## config.mk

```make
export PLATFORM = sky130hd
export DESIGN_NAME = skt_ctrl
export DESIGN_NICKNAME = d
export VERILOG_FILES = /design/src/rtl/assert_macros.svh /design/src/rtl/skt_pkg.sv /design/src/rtl/skt_ctrl.sv
export SDC_FILE = /design/constraint.sdc
export NUM_CORES = 1
export LEC_CHECK = 0
export BUFFER_PORTS_ARGS = -buffer_cell sky130_fd_sc_hd__buf_2
export CAP_MARGIN = 20
export CORE_AREA = 2 2 39 41
export CTS_CLUSTER_SIZE = 16
export DETAILED_ROUTE_END_ITERATION = 10
export DIE_AREA = 0 0 41 43
export PLACE_DENSITY_LB_ADDON = 0.15
export SLEW_MARGIN = 20
export SYNTH_ARGS = -nofsm -noshare
export SYNTH_HDL_FRONTEND = slang
export SYNTH_SLANG_ARGS = --single-unit
```

## constraint.sdc

```tcl
create_clock -name clk_i -period 3 [get_ports clk_i]
set_clock_uncertainty 0.2 [all_clocks]
set_input_delay 0.6 -clock clk_i [delete_from_list [all_inputs] [get_ports clk_i]]
set_output_delay 0.6 -clock clk_i [all_outputs]
set_load 0.03 [all_outputs]
```

## src/rtl/assert_macros.svh

```systemverilog
// ----------------------------------------------------------------------------
// assert_macros.svh
// Assertion helpers for the RTL: clocked implication checks that are
// disabled while reset is active.
// ----------------------------------------------------------------------------
`ifndef ASSERT_MACROS_SVH
`define ASSERT_MACROS_SVH

// Same-cycle implication: when a holds, c must hold on the same edge.
`define ASSERT_IMPLIES(lbl, clk, rst_n, a, c) \
  lbl: assert property (@(posedge clk) disable iff (!rst_n) (a) |-> (c)) \
    else $error("implication check failed");

// Next-cycle implication: when a holds, c must hold on the following edge.
`define ASSERT_NEXT(lbl, clk, rst_n, a, c) \
  lbl: assert property (@(posedge clk) disable iff (!rst_n) (a) |=> (c)) \
    else $error("next-cycle check failed");

`endif

```

## src/rtl/skt_pkg.sv

```systemverilog
// ----------------------------------------------------------------------------
// skt_pkg
// Shared field widths, codes and controller/datapath interface types for the
// sorted key table.
// ----------------------------------------------------------------------------
`timescale 1ns / 1ps

package skt_pkg;

  // Transaction field widths
  localparam int KEY_W    = 64;
  localparam int VALUE_W  = 32;
  localparam int INDEX_W  = 6;
  localparam int ACTION_W = 2;
  localparam int STATUS_W = 3;
  localparam int COUNT_W  = 7;

  // Action codes
  localparam logic [ACTION_W-1:0] ACT_INSERT = 2'd0;
  localparam logic [ACTION_W-1:0] ACT_LOOKUP = 2'd1;
  localparam logic [ACTION_W-1:0] ACT_READ   = 2'd2;

  // Result status codes
  typedef enum logic [STATUS_W-1:0] {
    STAT_FOUND     = 3'd0,
    STAT_INSERTED  = 3'd1,
    STAT_NOT_FOUND = 3'd2,
    STAT_FULL      = 3'd3,
    STAT_BAD_INDEX = 3'd4
  } status_e;

  // Which result the datapath latches
  typedef enum logic [2:0] {
    RES_FOUND_MEM,
    RES_READ_IDX,
    RES_NOT_FOUND,
    RES_FULL,
    RES_BAD,
    RES_INSERTED
  } res_sel_e;

  // Controller states
  typedef enum logic [2:0] {
    ST_IDLE,
    ST_DISPATCH,
    ST_SEARCH,
    ST_PROBE,
    ST_IDX_WAIT,
    ST_SHIFT,
    ST_WRITE,
    ST_RESULT
  } state_e;

  // Controller -> datapath
  typedef struct packed {
    logic     load;       // capture input transaction
    logic     probe_rd;   // read midpoint of search window
    logic     probe_lt;   // key below probe: shrink window from above
    logic     probe_gt;   // key above probe: shrink window from below
    logic     idx_rd;     // read entry at requested index
    logic     shift_rd;   // read next entry to move up
    logic     shift_wr;   // write moved entry one place up
    logic     write_new;  // store new pair, bump count
    logic     res_load;   // latch result
    res_sel_e res_sel;
    logic     out_load;   // move result into output register
  } cmd_t;

  // Datapath -> controller
  typedef struct packed {
    logic is_insert;
    logic is_lookup;
    logic is_read;
    logic idx_ok;       // index below entry count
    logic open;         // search window not empty
    logic key_eq;       // key equals probed entry
    logic key_lt;       // key below probed entry
    logic full;
    logic shift_more;   // entries left to move
    logic shift_pend;   // a moved entry waits to be written
  } stat_t;

endpackage

```

## src/rtl/skt_ctrl.sv

```systemverilog
// ----------------------------------------------------------------------------
// skt_ctrl
// Sequencer for the sorted key table: accepts one transaction, steps the
// binary search, the shift-up pass and the result handoff.
// ----------------------------------------------------------------------------
`timescale 1ns / 1ps

module skt_ctrl (
  input  logic          clk_i,
  input  logic          rst_ni,
  input  logic          s_valid_i,
  output logic          s_ready_o,
  input  logic          m_ready_i,
  output logic          m_valid_o,
  input  skt_pkg::stat_t st_i,
  output skt_pkg::cmd_t  cmd_o
);

  import skt_pkg::*;

  state_e state_q, state_d;
  logic   out_valid_q, out_valid_d;

  // Next state
  always_comb begin
    state_d = state_q;
    unique case (state_q)
      ST_IDLE: begin
        if (s_valid_i) state_d = ST_DISPATCH;
      end
      ST_DISPATCH: begin
        if (st_i.is_read) begin
          state_d = st_i.idx_ok ? ST_IDX_WAIT : ST_RESULT;
        end else if (st_i.is_insert || st_i.is_lookup) begin
          state_d = ST_SEARCH;
        end else begin
          state_d = ST_RESULT;
        end
      end
      ST_SEARCH: begin
        if (st_i.open) begin
          state_d = ST_PROBE;
        end else if (st_i.is_lookup || st_i.full) begin
          state_d = ST_RESULT;
        end else begin
          state_d = ST_SHIFT;
        end
      end
      ST_PROBE: begin
        state_d = st_i.key_eq ? ST_RESULT : ST_SEARCH;
      end
      ST_IDX_WAIT: state_d = ST_RESULT;
      ST_SHIFT: begin
        if (!st_i.shift_more && !st_i.shift_pend) state_d = ST_WRITE;
      end
      ST_WRITE: state_d = ST_RESULT;
      ST_RESULT: begin
        if (!out_valid_q || m_ready_i) state_d = ST_IDLE;
      end
      default: state_d = ST_IDLE;
    endcase
  end

  // Outputs
  always_comb begin
    cmd_o     = '0;
    s_ready_o = 1'b0;
    unique case (state_q)
      ST_IDLE: begin
        s_ready_o  = 1'b1;
        cmd_o.load = s_valid_i;
      end
      ST_DISPATCH: begin
        if (st_i.is_read && st_i.idx_ok) begin
          cmd_o.idx_rd = 1'b1;
        end else if (!(st_i.is_insert || st_i.is_lookup)) begin
          cmd_o.res_load = 1'b1;
          cmd_o.res_sel  = RES_BAD;
        end
      end
      ST_SEARCH: begin
        if (st_i.open) begin
          cmd_o.probe_rd = 1'b1;
        end else if (st_i.is_lookup) begin
          cmd_o.res_load = 1'b1;
          cmd_o.res_sel  = RES_NOT_FOUND;
        end else if (st_i.full) begin
          cmd_o.res_load = 1'b1;
          cmd_o.res_sel  = RES_FULL;
        end
      end
      ST_PROBE: begin
        if (st_i.key_eq) begin
          cmd_o.res_load = 1'b1;
          cmd_o.res_sel  = RES_FOUND_MEM;
        end else if (st_i.key_lt) begin
          cmd_o.probe_lt = 1'b1;
        end else begin
          cmd_o.probe_gt = 1'b1;
        end
      end
      ST_IDX_WAIT: begin
        cmd_o.res_load = 1'b1;
        cmd_o.res_sel  = RES_READ_IDX;
      end
      ST_SHIFT: begin
        cmd_o.shift_rd = st_i.shift_more;
        cmd_o.shift_wr = st_i.shift_pend;
      end
      ST_WRITE: begin
        cmd_o.write_new = 1'b1;
        cmd_o.res_load  = 1'b1;
        cmd_o.res_sel   = RES_INSERTED;
      end
      ST_RESULT: begin
        cmd_o.out_load = !out_valid_q || m_ready_i;
      end
      default: begin
        cmd_o = '0;
      end
    endcase
  end

  // Output valid flag
  always_comb begin
    out_valid_d = out_valid_q;
    if (cmd_o.out_load) begin
      out_valid_d = 1'b1;
    end else if (m_ready_i) begin
      out_valid_d = 1'b0;
    end
  end

  always_ff @(posedge clk_i or negedge rst_ni) begin
    if (!rst_ni) begin
      state_q     <= ST_IDLE;
      out_valid_q <= 1'b0;
    end else begin
      state_q     <= state_d;
      out_valid_q <= out_valid_d;
    end
  end

  assign m_valid_o = out_valid_q;

endmodule

```

Yosys cells after proc, flatten, opt, wreduce, memory -nomap -nowiden
Cells that the tools add are included.
{"block": "totals", "ff_bits": 4, "input_bits": 14, "output_inout_bits": 15}
{"block": "classes", "n_eq_ne": 10, "n_mux": 32, "reduce_logical": 12}
{"op": "$mux 4", "count": 6}
{"op": "$mux 3", "count": 7}
{"op": "$pmux 3 s7", "count": 1}
{"op": "$pmux 4 s5", "count": 1}
{"op": "$eq 3x3->1 const B", "count": 4}
{"op": "$mux 1", "count": 12}
{"op": "$mux 2", "count": 5}
{"op": "$eq 3x2->1 const B", "count": 2}
{"op": "$ne 2x2->1 const B", "count": 3}
{"op": "$eq 3x1->1 const B", "count": 1}
{"op": "$logic_not 1->1", "count": 3}
{"op": "$logic_not 3->1", "count": 1}
{"op": "$logic_or 1x1->1", "count": 3}
{"op": "$reduce_and 3->1", "count": 1}
{"op": "$logic_and 1x1->1", "count": 2}
{"op": "$reduce_bool 2->1", "count": 1}
{"op": "$reduce_or 2->1", "count": 1}

Depth between registers and ports, before layout
Gate-level depths: netlist of the first run.
{"block": "logic_depth", "depth_word": 4, "mapped_depth": 4}

Least setup slack after synthesis of the first run
No wires, ideal clock.
{"block": "synth_path", "path_kind": "register -> output", "startpoint": "register state_q[2]", "endpoint": "output port cmd_o[10] (netlist name)", "arrival_ns": 1.729, "t_required_ns": 2.200, "slack_ns": 0.471, "path_stages_with_launch": 4, "path_buffers": 2, "path_cell_list": "dfrtp_1 -> buf_4 -> buf_6 -> nor4b_1"}
{"item": "from (decl)", "line": "skt_ctrl.sv:21", "text": "state_e state_q, state_d;"}
{"item": "from (signal assigned)", "line": "skt_ctrl.sv:139", "text": "state_q <= state_d;"}
{"item": "to (decl)", "line": "skt_ctrl.sv:16", "text": "output skt_pkg::cmd_t cmd_o"}

==> flow_metrics.env, run 1 <==
export IMPL_status="completed"
export IMPL_final_nets=108
export IMPL_post_cts_resized=0
export IMPL_synth_xor_area_share=0
export IMPL_io_buffers=28
export IMPL_ant_nets=0
export IMPL_htree_levels=1
export IMPL_cts_tree="built"
export IMPL_wl_met2_um=541
export IMPL_seq_power_share=0.255
export IMPL_max_cap_viol_count=0
export IMPL_syn_num_nets=79
export IMPL_synth_fa_ha_area_frac=0
export IMPL_dr_pass1_iters=4
export IMPL_p_sw_frac=0.562
export IMPL_num_rows=14
export IMPL_top_layer="met3"
export IMPL_cp_max_fo=17
export IMPL_insertion_delay_ns=0.23
export IMPL_post_drt_via_cell_ratio=5.36
export IMPL_first_iter_violations=10
export IMPL_place_ws_ns=0.706
export IMPL_wl_met3_um=70
export IMPL_synth_cell_types=31
export IMPL_vias=579
export IMPL_hold_viol=0
export IMPL_internal_power_mw=0.288
export IMPL_tns_ns=0
export IMPL_ys_ff_latch=4
export IMPL_critPathLaunch="state_q[1]"
export IMPL_cts_num_sinks=4
export IMPL_design_area_um2=637
export IMPL_worst_slack_ns=0.560
export IMPL_placed_cell_area_um2=604
export IMPL_wire_per_inst_um=10.3
export IMPL_max_slew_worst_pin_slew_ns=0.591
export IMPL_p_leak_nw=0.324
export IMPL_max_slew_margin=0.606
export IMPL_cellPowerDensity_mw_per_mm2=1030
export IMPL_rsz0062_at_grt="no"
export IMPL_pwr_share_comb=0.646
export IMPL_die_height_um=43
export IMPL_clock_path_buffers=2
export IMPL_die_w_um=41
export IMPL_wl_met1_um=499
export IMPL_syn_to_final_growth_pct=31.2
export IMPL_switchingPower_mw=0.369
export IMPL_routed_wirelength_mm=1.11
export IMPL_drive_gt1_frac=0.402
export IMPL_clkPwrFrac=0.099
export IMPL_synth_mux_area_frac=0
export IMPL_finalSetupViolCount=0
export IMPL_synthesis_area_um2=485
export IMPL_antenna_found_initial=0
export IMPL_io_pins=29
export IMPL_syn_mean_instance_area_um2=7.47
export IMPL_ir_worst_vdd_v=0.000395
export IMPL_arrival_ns=1.64
export IMPL_endpoint_kind="output pin"
export IMPL_utilization=0.460
export IMPL_yosys_area_share_simple=0.428
export IMPL_numCtsBuffers=3
export IMPL_grt_max_degree=22
export IMPL_p_total_mw=0.656
export IMPL_startpoint_type="flop"
export IMPL_drv_slew=0
export IMPL_core_mm2=0.00138
export IMPL_post_route_period_util=0.813
export IMPL_drc=0
export IMPL_diodes=0
export IMPL_dp_hpwl_um=886
export IMPL_root_buffer="clkbuf_4"
export IMPL_seq_area_frac_synth=0.206
export IMPL_worstSetupPathType="flop to output pin"
export IMPL_synthCells=65
export IMPL_grt_pass1_wl_mm=1.88
export IMPL_synth_top_family_by_area="simple AND/OR/NAND/NOR gates"
export IMPL_reg2reg_from="state_q[2]"
export IMPL_dieArea_mm2=0.00176
export IMPL_clk_pin_slew_ns=0.04
export IMPL_grt_pass1_vias=474
export IMPL_fmax_mhz=410
export IMPL_synth_compound_area_share=0.250
export IMPL_grt_ovfl_total=0
export IMPL_grtUsageTotal=0.150
export IMPL_worst_ep_required_time_ns=2.20
export IMPL_yosysWarningCount=0
export IMPL_start_util=0.351
export IMPL_min_period_ns=2.44
export IMPL_finalWeightedCongestion=0.709
export IMPL_hp_class="primary input to asynchronous set/reset pin"
registers in the layout, indices dropped and copies added (netlist names):
| signal | cells |
|---|---|
| m_valid_o | 1 |
| state_q | 3 |
cell usage in the layout, fill, tap and decap left out, types with 2 or more instances in the layout:
| cell | count |
|---|---|
| nor2_1 | 6 |
| nand4_1 | 2 |
| inv_1 | 2 |
| dfrtp_1 | 4 |
| nor2b_1 | 2 |
| a31oi_1 | 2 |
| buf_2 | 28 |
| o21ai_0 | 2 |
| nand2b_1 | 2 |
| and3b_1 | 2 |
| a21oi_1 | 4 |
| nor3_1 | 5 |
| clkbuf_4 | 3 |
| o221ai_1 | 2 |
| or2_2 | 2 |
| and2_1 | 3 |
| nand2_1 | 5 |
logic make-up (layout without fill, tap and decap cells):
group | Yosys count | after routing
compound gates | 17 | 17
buf+inv | 8 | 35
flops | 4 | 4
simple gates | 36 | 36
final cells by class:
class	count	area, µm²
repair buffers	30	158
multi-input cells	53	329
clock buffers	3	22.5
flip-flops and latches	4	100
well taps	16	20.0
fillers	156	747
inverters	2	7.51
synthesized netlist by cell type, drive strengths merged:
master	number	area, µm²
nand3b	1	7.51
and3b	2	17.5
nor2b	2	12.5
inv	2	7.51
a21oi	4	20.0
and2	3	18.8
dfrtp	4	100
o211ai	1	12.5
or3	1	6.26
o311ai	1	8.76
nor2	6	22.5
a31oi	2	12.5
o21a	1	7.51
o221ai	2	17.5
o31ai	1	7.51
a22oi	1	7.51
o21ai	2	10.0
nand3	1	5.00
nor4	1	6.26
nand2b	2	12.5
nor4b	2	23.8
buf	6	48.8
a21bo	1	10.0
or2	2	12.5
nor3	5	25.0
and3	1	6.26
nand4	2	12.5
o21bai	1	7.51
nand2	5	18.8
worst max-delay path, cell delays in order, from the launching register on:
cell and delay [ns]:
dfrtp_1 0.62, nand2_1 0.23, nor4b_1 0.31, buf_2 0.24
final timing paths:
check | cells past startpoint | end | slack [ns]
worst max-delay path | 3 | cmd_o[10] | 0.56
worst min-delay path | 2 | m_valid_o | 0.49
worst max register to register | 3 | state_q[2] | 1.30
worst min register to register | 2 | m_valid_o | 0.52
max in group asynchronous | 2 | state_q[2] | 1.98
min in group clk_i | 3 | m_valid_o | 0.50
routing by layer:
| layer | global-route usage | vias to the layer above |
|---|---|---|
| li1 | - | 295 |
| met1 | 0.215 | 259 |
| met5 | 0 | - |
| met2 | 0.222 | 25 |
| met4 | 0.0600 | 0 |
| met3 | 0.0157 | 0 |
per-stage QoR:
stage	hold WS (ns)	cells
after floorplan	0.104	65
after global routing	0.501	108
after global placement	0.207	104
after CTS	0.492	108
after detailed placement	0.206	104
final	0.495	108
power groups by stage:
| stage | clock, mW | sequential [mW] | combinational [mW] |
|---|---|---|---|
| after floorplan | 0 | 0.117 | 0.410 |
| after global placement | 0 | 0.171 | 0.426 |
| after detailed placement | 0 | 0.169 | 0.425 |
| after CTS | 0.0686 | 0.168 | 0.428 |
| after global routing | 0.0709 | 0.183 | 0.470 |
| final | 0.0650 | 0.167 | 0.424 |
timing repair:
item / 4_1_cts / 5_1_grt
hold buffers: 1 / 0
setup endpoints to repair: 0 / 0
setup buffers: 0 / 0
endpoints found under the hold margin: 4 / 0
Power figures use the tool's default switching activity.
==> inputs of run 2 (changes only) <==
ABC_AREA = 1   (was default)
clock period = 2.35 ns   (was 3 ns; I/O delays follow)
==> run 2 against run 1 <==
Wire length fell by 4.0%. Die area did not move. Count of clock-buffer cells in the layout unchanged. Worst setup slack worse by 0.38 ns.
==> flow_metrics.env, run 2 <==
export IMPL_worst_ep_required_time_ns=1.68
export IMPL_seq_area_frac_synth=0.232
export IMPL_yosysWarningCount=0
export IMPL_largest_reg_flops=3
export IMPL_max_cap_viol_count=0
export IMPL_drive_gt1_frac=0.327
export IMPL_insertion_delay_ns=0.24
export IMPL_synth_edf_count=0
export IMPL_wire_per_inst_um=8.46
export IMPL_p_leak_nw=0.401
export IMPL_hold_slack_ns=0.236
export IMPL_dieArea_mm2=0.00176
export IMPL_worstSetupPathType="flop to output pin"
export IMPL_htree_levels=1
export IMPL_core_mm2=0.00138
export IMPL_netlist_area_leader_share=0.232
export IMPL_io_buffers=28
export IMPL_clock_path_buffers=2
export IMPL_grt_ovfl_total=0
export IMPL_vias=583
export IMPL_post_drt_via_cell_ratio=4.63
export IMPL_startpoint_type="flop"
export IMPL_finalSetupViolCount=0
export IMPL_cts_num_sinks=4
export IMPL_dp_hpwl_um=932
export IMPL_synthesis_area_um2=432
export IMPL_utilization=0.438
export IMPL_synth_ff_type="dfrtp_1"
export IMPL_async_flop_share=1.00
export IMPL_synth_common_cells="nand2_1 (22), nor2_1 (20), inv_1 (12), nand3_1 (5), dfrtp_1 (4)"
export IMPL_synth_area_leader_cell="dfrtp_1"
export IMPL_cts_tree="built"
export IMPL_grtUsageTotal=0.140
export IMPL_synth_cell_types=16
export IMPL_timing_rr_end="state_q[0]"
export IMPL_io_pins=29
export IMPL_hold_viol=0
export IMPL_grt_max_degree=10
export IMPL_reg2reg_from="state_q[0]"
export IMPL_layout_commonest_cell="buf_2"
export IMPL_ys_ff_latch=4
export IMPL_synthMostInstantiatedCell="nand2_1"
export IMPL_drv_slew=0
export IMPL_cellPowerDensity_mw_per_mm2=1340
export IMPL_post_route_period_util=0.923
export IMPL_ant_nets=0
export IMPL_min_period_ns=2.17
export IMPL_die_height_um=43
export IMPL_min_from="m_ready_i"
export IMPL_hold_depth=2
export IMPL_hp_class="primary input to flop"
export IMPL_die_w_um=41
export IMPL_worstHoldEndpoint="m_valid_o"
export IMPL_r2r_worst_path_cells=7
export IMPL_dr_pass1_iters=4
export IMPL_largest_register="state_q"
export IMPL_rrSetupSlack_ns=0.96
export IMPL_root_buffer="clkbuf_4"
export IMPL_finalWeightedCongestion=0.774
export IMPL_cp_max_fo=9
export IMPL_status="completed"
export IMPL_final_cell_mix="buf_2 (28), nand2_1 (22), nor2_1 (20)"
export IMPL_arrival_ns=1.50
export IMPL_max_slew_worst_pin_slew_ns=0.278
export IMPL_synthCells=80
export IMPL_first_iter_violations=4
export IMPL_yosys_top_cells_area="dfrtp_1 (23%), nand2_1 (19%), nor2_1 (17%)"
export IMPL_post_cts_resized=0
export IMPL_rsz0062_at_grt="no"
export IMPL_grt_pass1_wl_mm=1.73
export IMPL_ir_worst_vdd_v=0.000532
export IMPL_grt_pass1_vias=477
export IMPL_fmax_mhz=461
export IMPL_final_nets=126
export IMPL_antenna_found_initial=0
export IMPL_endpoint_kind="output pin"
export IMPL_drc=0
export IMPL_tns_ns=0
export IMPL_fill_cells=154
export IMPL_syn_num_nets=94
export IMPL_routed_wirelength_mm=1.07
export IMPL_numCtsBuffers=3
export IMPL_start_util=0.312
export IMPL_max_slew_margin=0.814
export IMPL_syn_mean_instance_area_um2=5.40
export IMPL_num_rows=14
export IMPL_clk_pin_slew_ns=0.04
export IMPL_diodes=0
export IMPL_syn_to_final_growth_pct=40.3
[run 2: cells by family (layout without fill, tap and decap cells)]
family,after synthesis,count (layout),share of synthesized area
and+or+nand+nor,53,53,0.513
buffers and inverters,16,46,0.165
AOI/OAI and AO/OA,7,7,0.0898
DFF,4,4,0.232
[run 2: area by class of cell]
type	instances	area (µm²)	area share
multi-input combinational	60	260	0.430
timing repair buffer	29	150	0.248
sequential	4	100	0.165
inverter	14	52.6	0.0868
clock buffer	3	22.5	0.0372
tap	16	20.0	0.0331
[run 2: critical path: stages, from the launching register on]
cell and delay [ns]:
dfrtp_1 0.46, inv_2 0.11, nand3_1 0.09, nor2_1 0.18, o21ai_0 0.14, nand4_1 0.09
buf_2 0.19
[run 2: timing repair]
action / in CTS / in global routing
hold endpoints to repair: 4 / 0
hold buffers: 1 / 0
buffers inserted: 0 / 0
[run 2: stage by stage]
step                      instance area [µm²]  power, mW  worst slack, ns  std cells
after global placement                    573      0.732            0.462        122
after floorplan                           432      0.613            0.219         80
final                                     606      0.810            0.181        126
after detailed placement                  573      0.730            0.418        122
after global routing                      606      0.903           0.0117        126
after CTS                                 606      0.821            0.168        126
[run 2: worst max-delay path by stage]
stage,startpoint,to,slack [ns]
floorplan,st_i[4],cmd_o[9],0.22
global placement,state_q[0],cmd_o[4],0.46
detailed placement,state_q[0],cmd_o[4],0.42
CTS,state_q[0],cmd_o[4],0.17
global route,state_q[2],cmd_o[4],0.01
finish,state_q[0],cmd_o[4],0.18
[run 2: metal layers]
layer,global-route usage,vias to the layer above,routed length (µm)
met1,0.182,251,479
met5,0,-,0
met3,0.0314,0,85
met4,0.0600,0,0
li1,-,305,-
met2,0.213,27,501
[run 2: power breakdown]
group          switching (mW)  internal (mW)
combinational           0.397          0.169
clock                  0.0288         0.0572
sequential             0.0507          0.108
==> inputs of run 3 (changes only) <==
ABC_AREA = 0   (was 1)
CORE_AREA = default   (was 2 2 39 41)
CORE_MARGIN = 2   (was default)
CORE_UTILIZATION = 37   (was default)
DIE_AREA = default   (was 0 0 41 43)
clock period = 1.9 ns   (was 2.35 ns; I/O delays follow)
==> run 3 against run 2 <==
The flow now finishes with violations (negative setup slack). Worst setup slack got worse by 0.19 ns. Sequential power increased by 35%. Via count grew 10%. Non-clock buffer count rose by 14. First-iteration DRC count decreased by 50%. Final area increased by 43%. Sequential share of layout area is 4.5 points lower. Register-to-register slack lost 0.68 ns. Count of clock-buffer cells in the layout unchanged. Combinational power rose by 100%. Critical endpoint is now cmd_o[7]. Largest cell class unchanged. Highest routed layer is now met4.
==> flow_metrics.env, run 3 (synthesis results as in run 1) <==
export IMPL_status="finished, violations left"
export IMPL_violations="negative setup slack"
export IMPL_cpMostUsedCell="buf_6"
export IMPL_hold_viol=0
export IMPL_finalSetupViolCount=2
export IMPL_clock_path_buffers=2
export IMPL_largest_register="state_q"
export IMPL_largest_reg_flops=3
export IMPL_crit_chain="buf_6 > and3b_2 > and2_4 > buf_6"
export IMPL_clk_pin_slew_ns=0.04
export IMPL_p_leak_nw=0.420
export IMPL_max_stage_delay_ns=0.45
export IMPL_r2r_worst_path_cells=4
export IMPL_grt_pass1_vias=526
export IMPL_start_util=0.383
export IMPL_max_slew_worst_pin_slew_ns=0.280
export IMPL_grt_ovfl_total=0
export IMPL_cp_depth=4
export IMPL_hold_slack_ns=0.272
export IMPL_worst_ep_required_time_ns=1.32
export IMPL_crit_family="flip-flops"
export IMPL_cellPowerDensity_mw_per_mm2=1670
export IMPL_min_period_ns=1.91
export IMPL_grt_max_degree=14
export IMPL_finalWeightedCongestion=0.753
export IMPL_hp_class="primary input to asynchronous set/reset pin"
export IMPL_fmax_mhz=523
export IMPL_grt_pass1_wl_mm=2.13
export IMPL_rsz0062_at_grt="yes"
export IMPL_max_cap_viol_count=0
export IMPL_grtUsageTotal=0.194
export IMPL_post_route_period_util=1.01
export IMPL_cpMaxStageDelayCell="dfrtp_2"
export IMPL_worstSetupPathType="flop to output pin"
export IMPL_final_nets=121
export IMPL_die_height_um=40.2
export IMPL_io_pins=29
export IMPL_max_slew_margin=0.813
export IMPL_antenna_found_initial=0
export IMPL_worst_slack_ns=-0.0124
export IMPL_tns_ns=-0.0231
export IMPL_drc=0
export IMPL_syn_to_final_growth_pct=77.8
export IMPL_core_mm2=0.00127
export IMPL_cp_max_fo=6
export IMPL_num_rows=13
export IMPL_final_cell_mix="buf_2 (18), buf_4 (14), buf_6 (10)"
export IMPL_drive_gt1_frac=0.590
export IMPL_post_drt_via_cell_ratio=5.37
export IMPL_insertion_delay_ns=0.23
export IMPL_first_iter_violations=2
export IMPL_die_w_um=40.2
export IMPL_wire_per_inst_um=11.6
export IMPL_layout_commonest_cell="buf_2"
export IMPL_cp_num_buf_inv=2
export IMPL_numCtsBuffers=3
export IMPL_vias=644
export IMPL_dr_pass1_iters=4
export IMPL_dieArea_mm2=0.00162
export IMPL_drv_slew=0
export IMPL_cts_tree="built"
export IMPL_io_buffers=28
export IMPL_endpoint_kind="output pin"
export IMPL_ir_worst_vdd_v=0.000900
export IMPL_routed_wirelength_mm=1.39
export IMPL_ant_nets=0
export IMPL_root_buffer="clkbuf_4"
export IMPL_cts_num_sinks=4
export IMPL_arrival_ns=1.33
export IMPL_dp_hpwl_um=965
export IMPL_htree_levels=1
export IMPL_startpoint_type="flop"
export IMPL_diodes=0
-- run 3: per-stage QoR --
step / cells / setup WS (ns) / utilization / instance area [µm²] / power [mW]
global route: 120 / -0.0548 / 0.680 / 863 / 1.56
finish: 120 / -0.0124 / 0.680 / 863 / 1.45
global placement: 110 / 0.0631 / 0.537 / 682 / 1.07
CTS: 117 / -0.0233 / 0.618 / 785 / 1.29
detailed placement: 110 / 0.0580 / 0.537 / 682 / 1.06
floorplan: 65 / -0.0906 / - / 512 / 0.862
-- run 3: final timing paths --
kind	startpoint	end	slack [ns]
min in group clk_i	m_ready_i	m_valid_o	0.30
worst max register to register	state_q[2]	state_q[2]	0.28
worst min register to register	state_q[0]	m_valid_o	0.44
worst min-delay path	rst_ni	state_q[2]	0.27
worst max-delay path	state_q[1]	cmd_o[7]	-0.01
max in group asynchronous	rst_ni	state_q[0]	1.10
-- run 3: layout make-up --
cell class / count / area, µm²
inverter: 2 / 7.51
clock buffer: 3 / 22.5
timing repair buffer: 43 / 318
fill: 108 / 405
tap: 15 / 18.8
sequential: 4 / 104
multi-input combinational: 53 / 393
-- run 3: what timing repair did --
action,in CTS,in global routing
setup endpoints to repair,13,11
endpoints found under the hold margin,4,0
gates resized for setup,18,17
buffers inserted,3,3
pin swaps,2,6
hold buffers,1,0
-- run 3: worst register-to-register path, cell delays in order, from the launching register on --
cell and delay (ns):
dfrtp_2 0.46, buf_6 0.15, or3_1 0.39, a21oi_1 0.16, o311ai_1 0.12
-- run 3: layer usage --
layer | up-vias | GRT usage | wire, µm
met5 | - | 0 | 0
met4 | 0 | 0.0500 | 17
met3 | 2 | 0.0333 | 83
met2 | 23 | 0.331 | 701
met1 | 300 | 0.252 | 588
li1 | 319 | - | -
-- run 3: where the power goes --
group / internal (mW) / switching (mW)
combinational: 0.524 / 0.602
sequential: 0.137 / 0.0769
clock: 0.0707 / 0.0348
total: 0.732 / 0.714
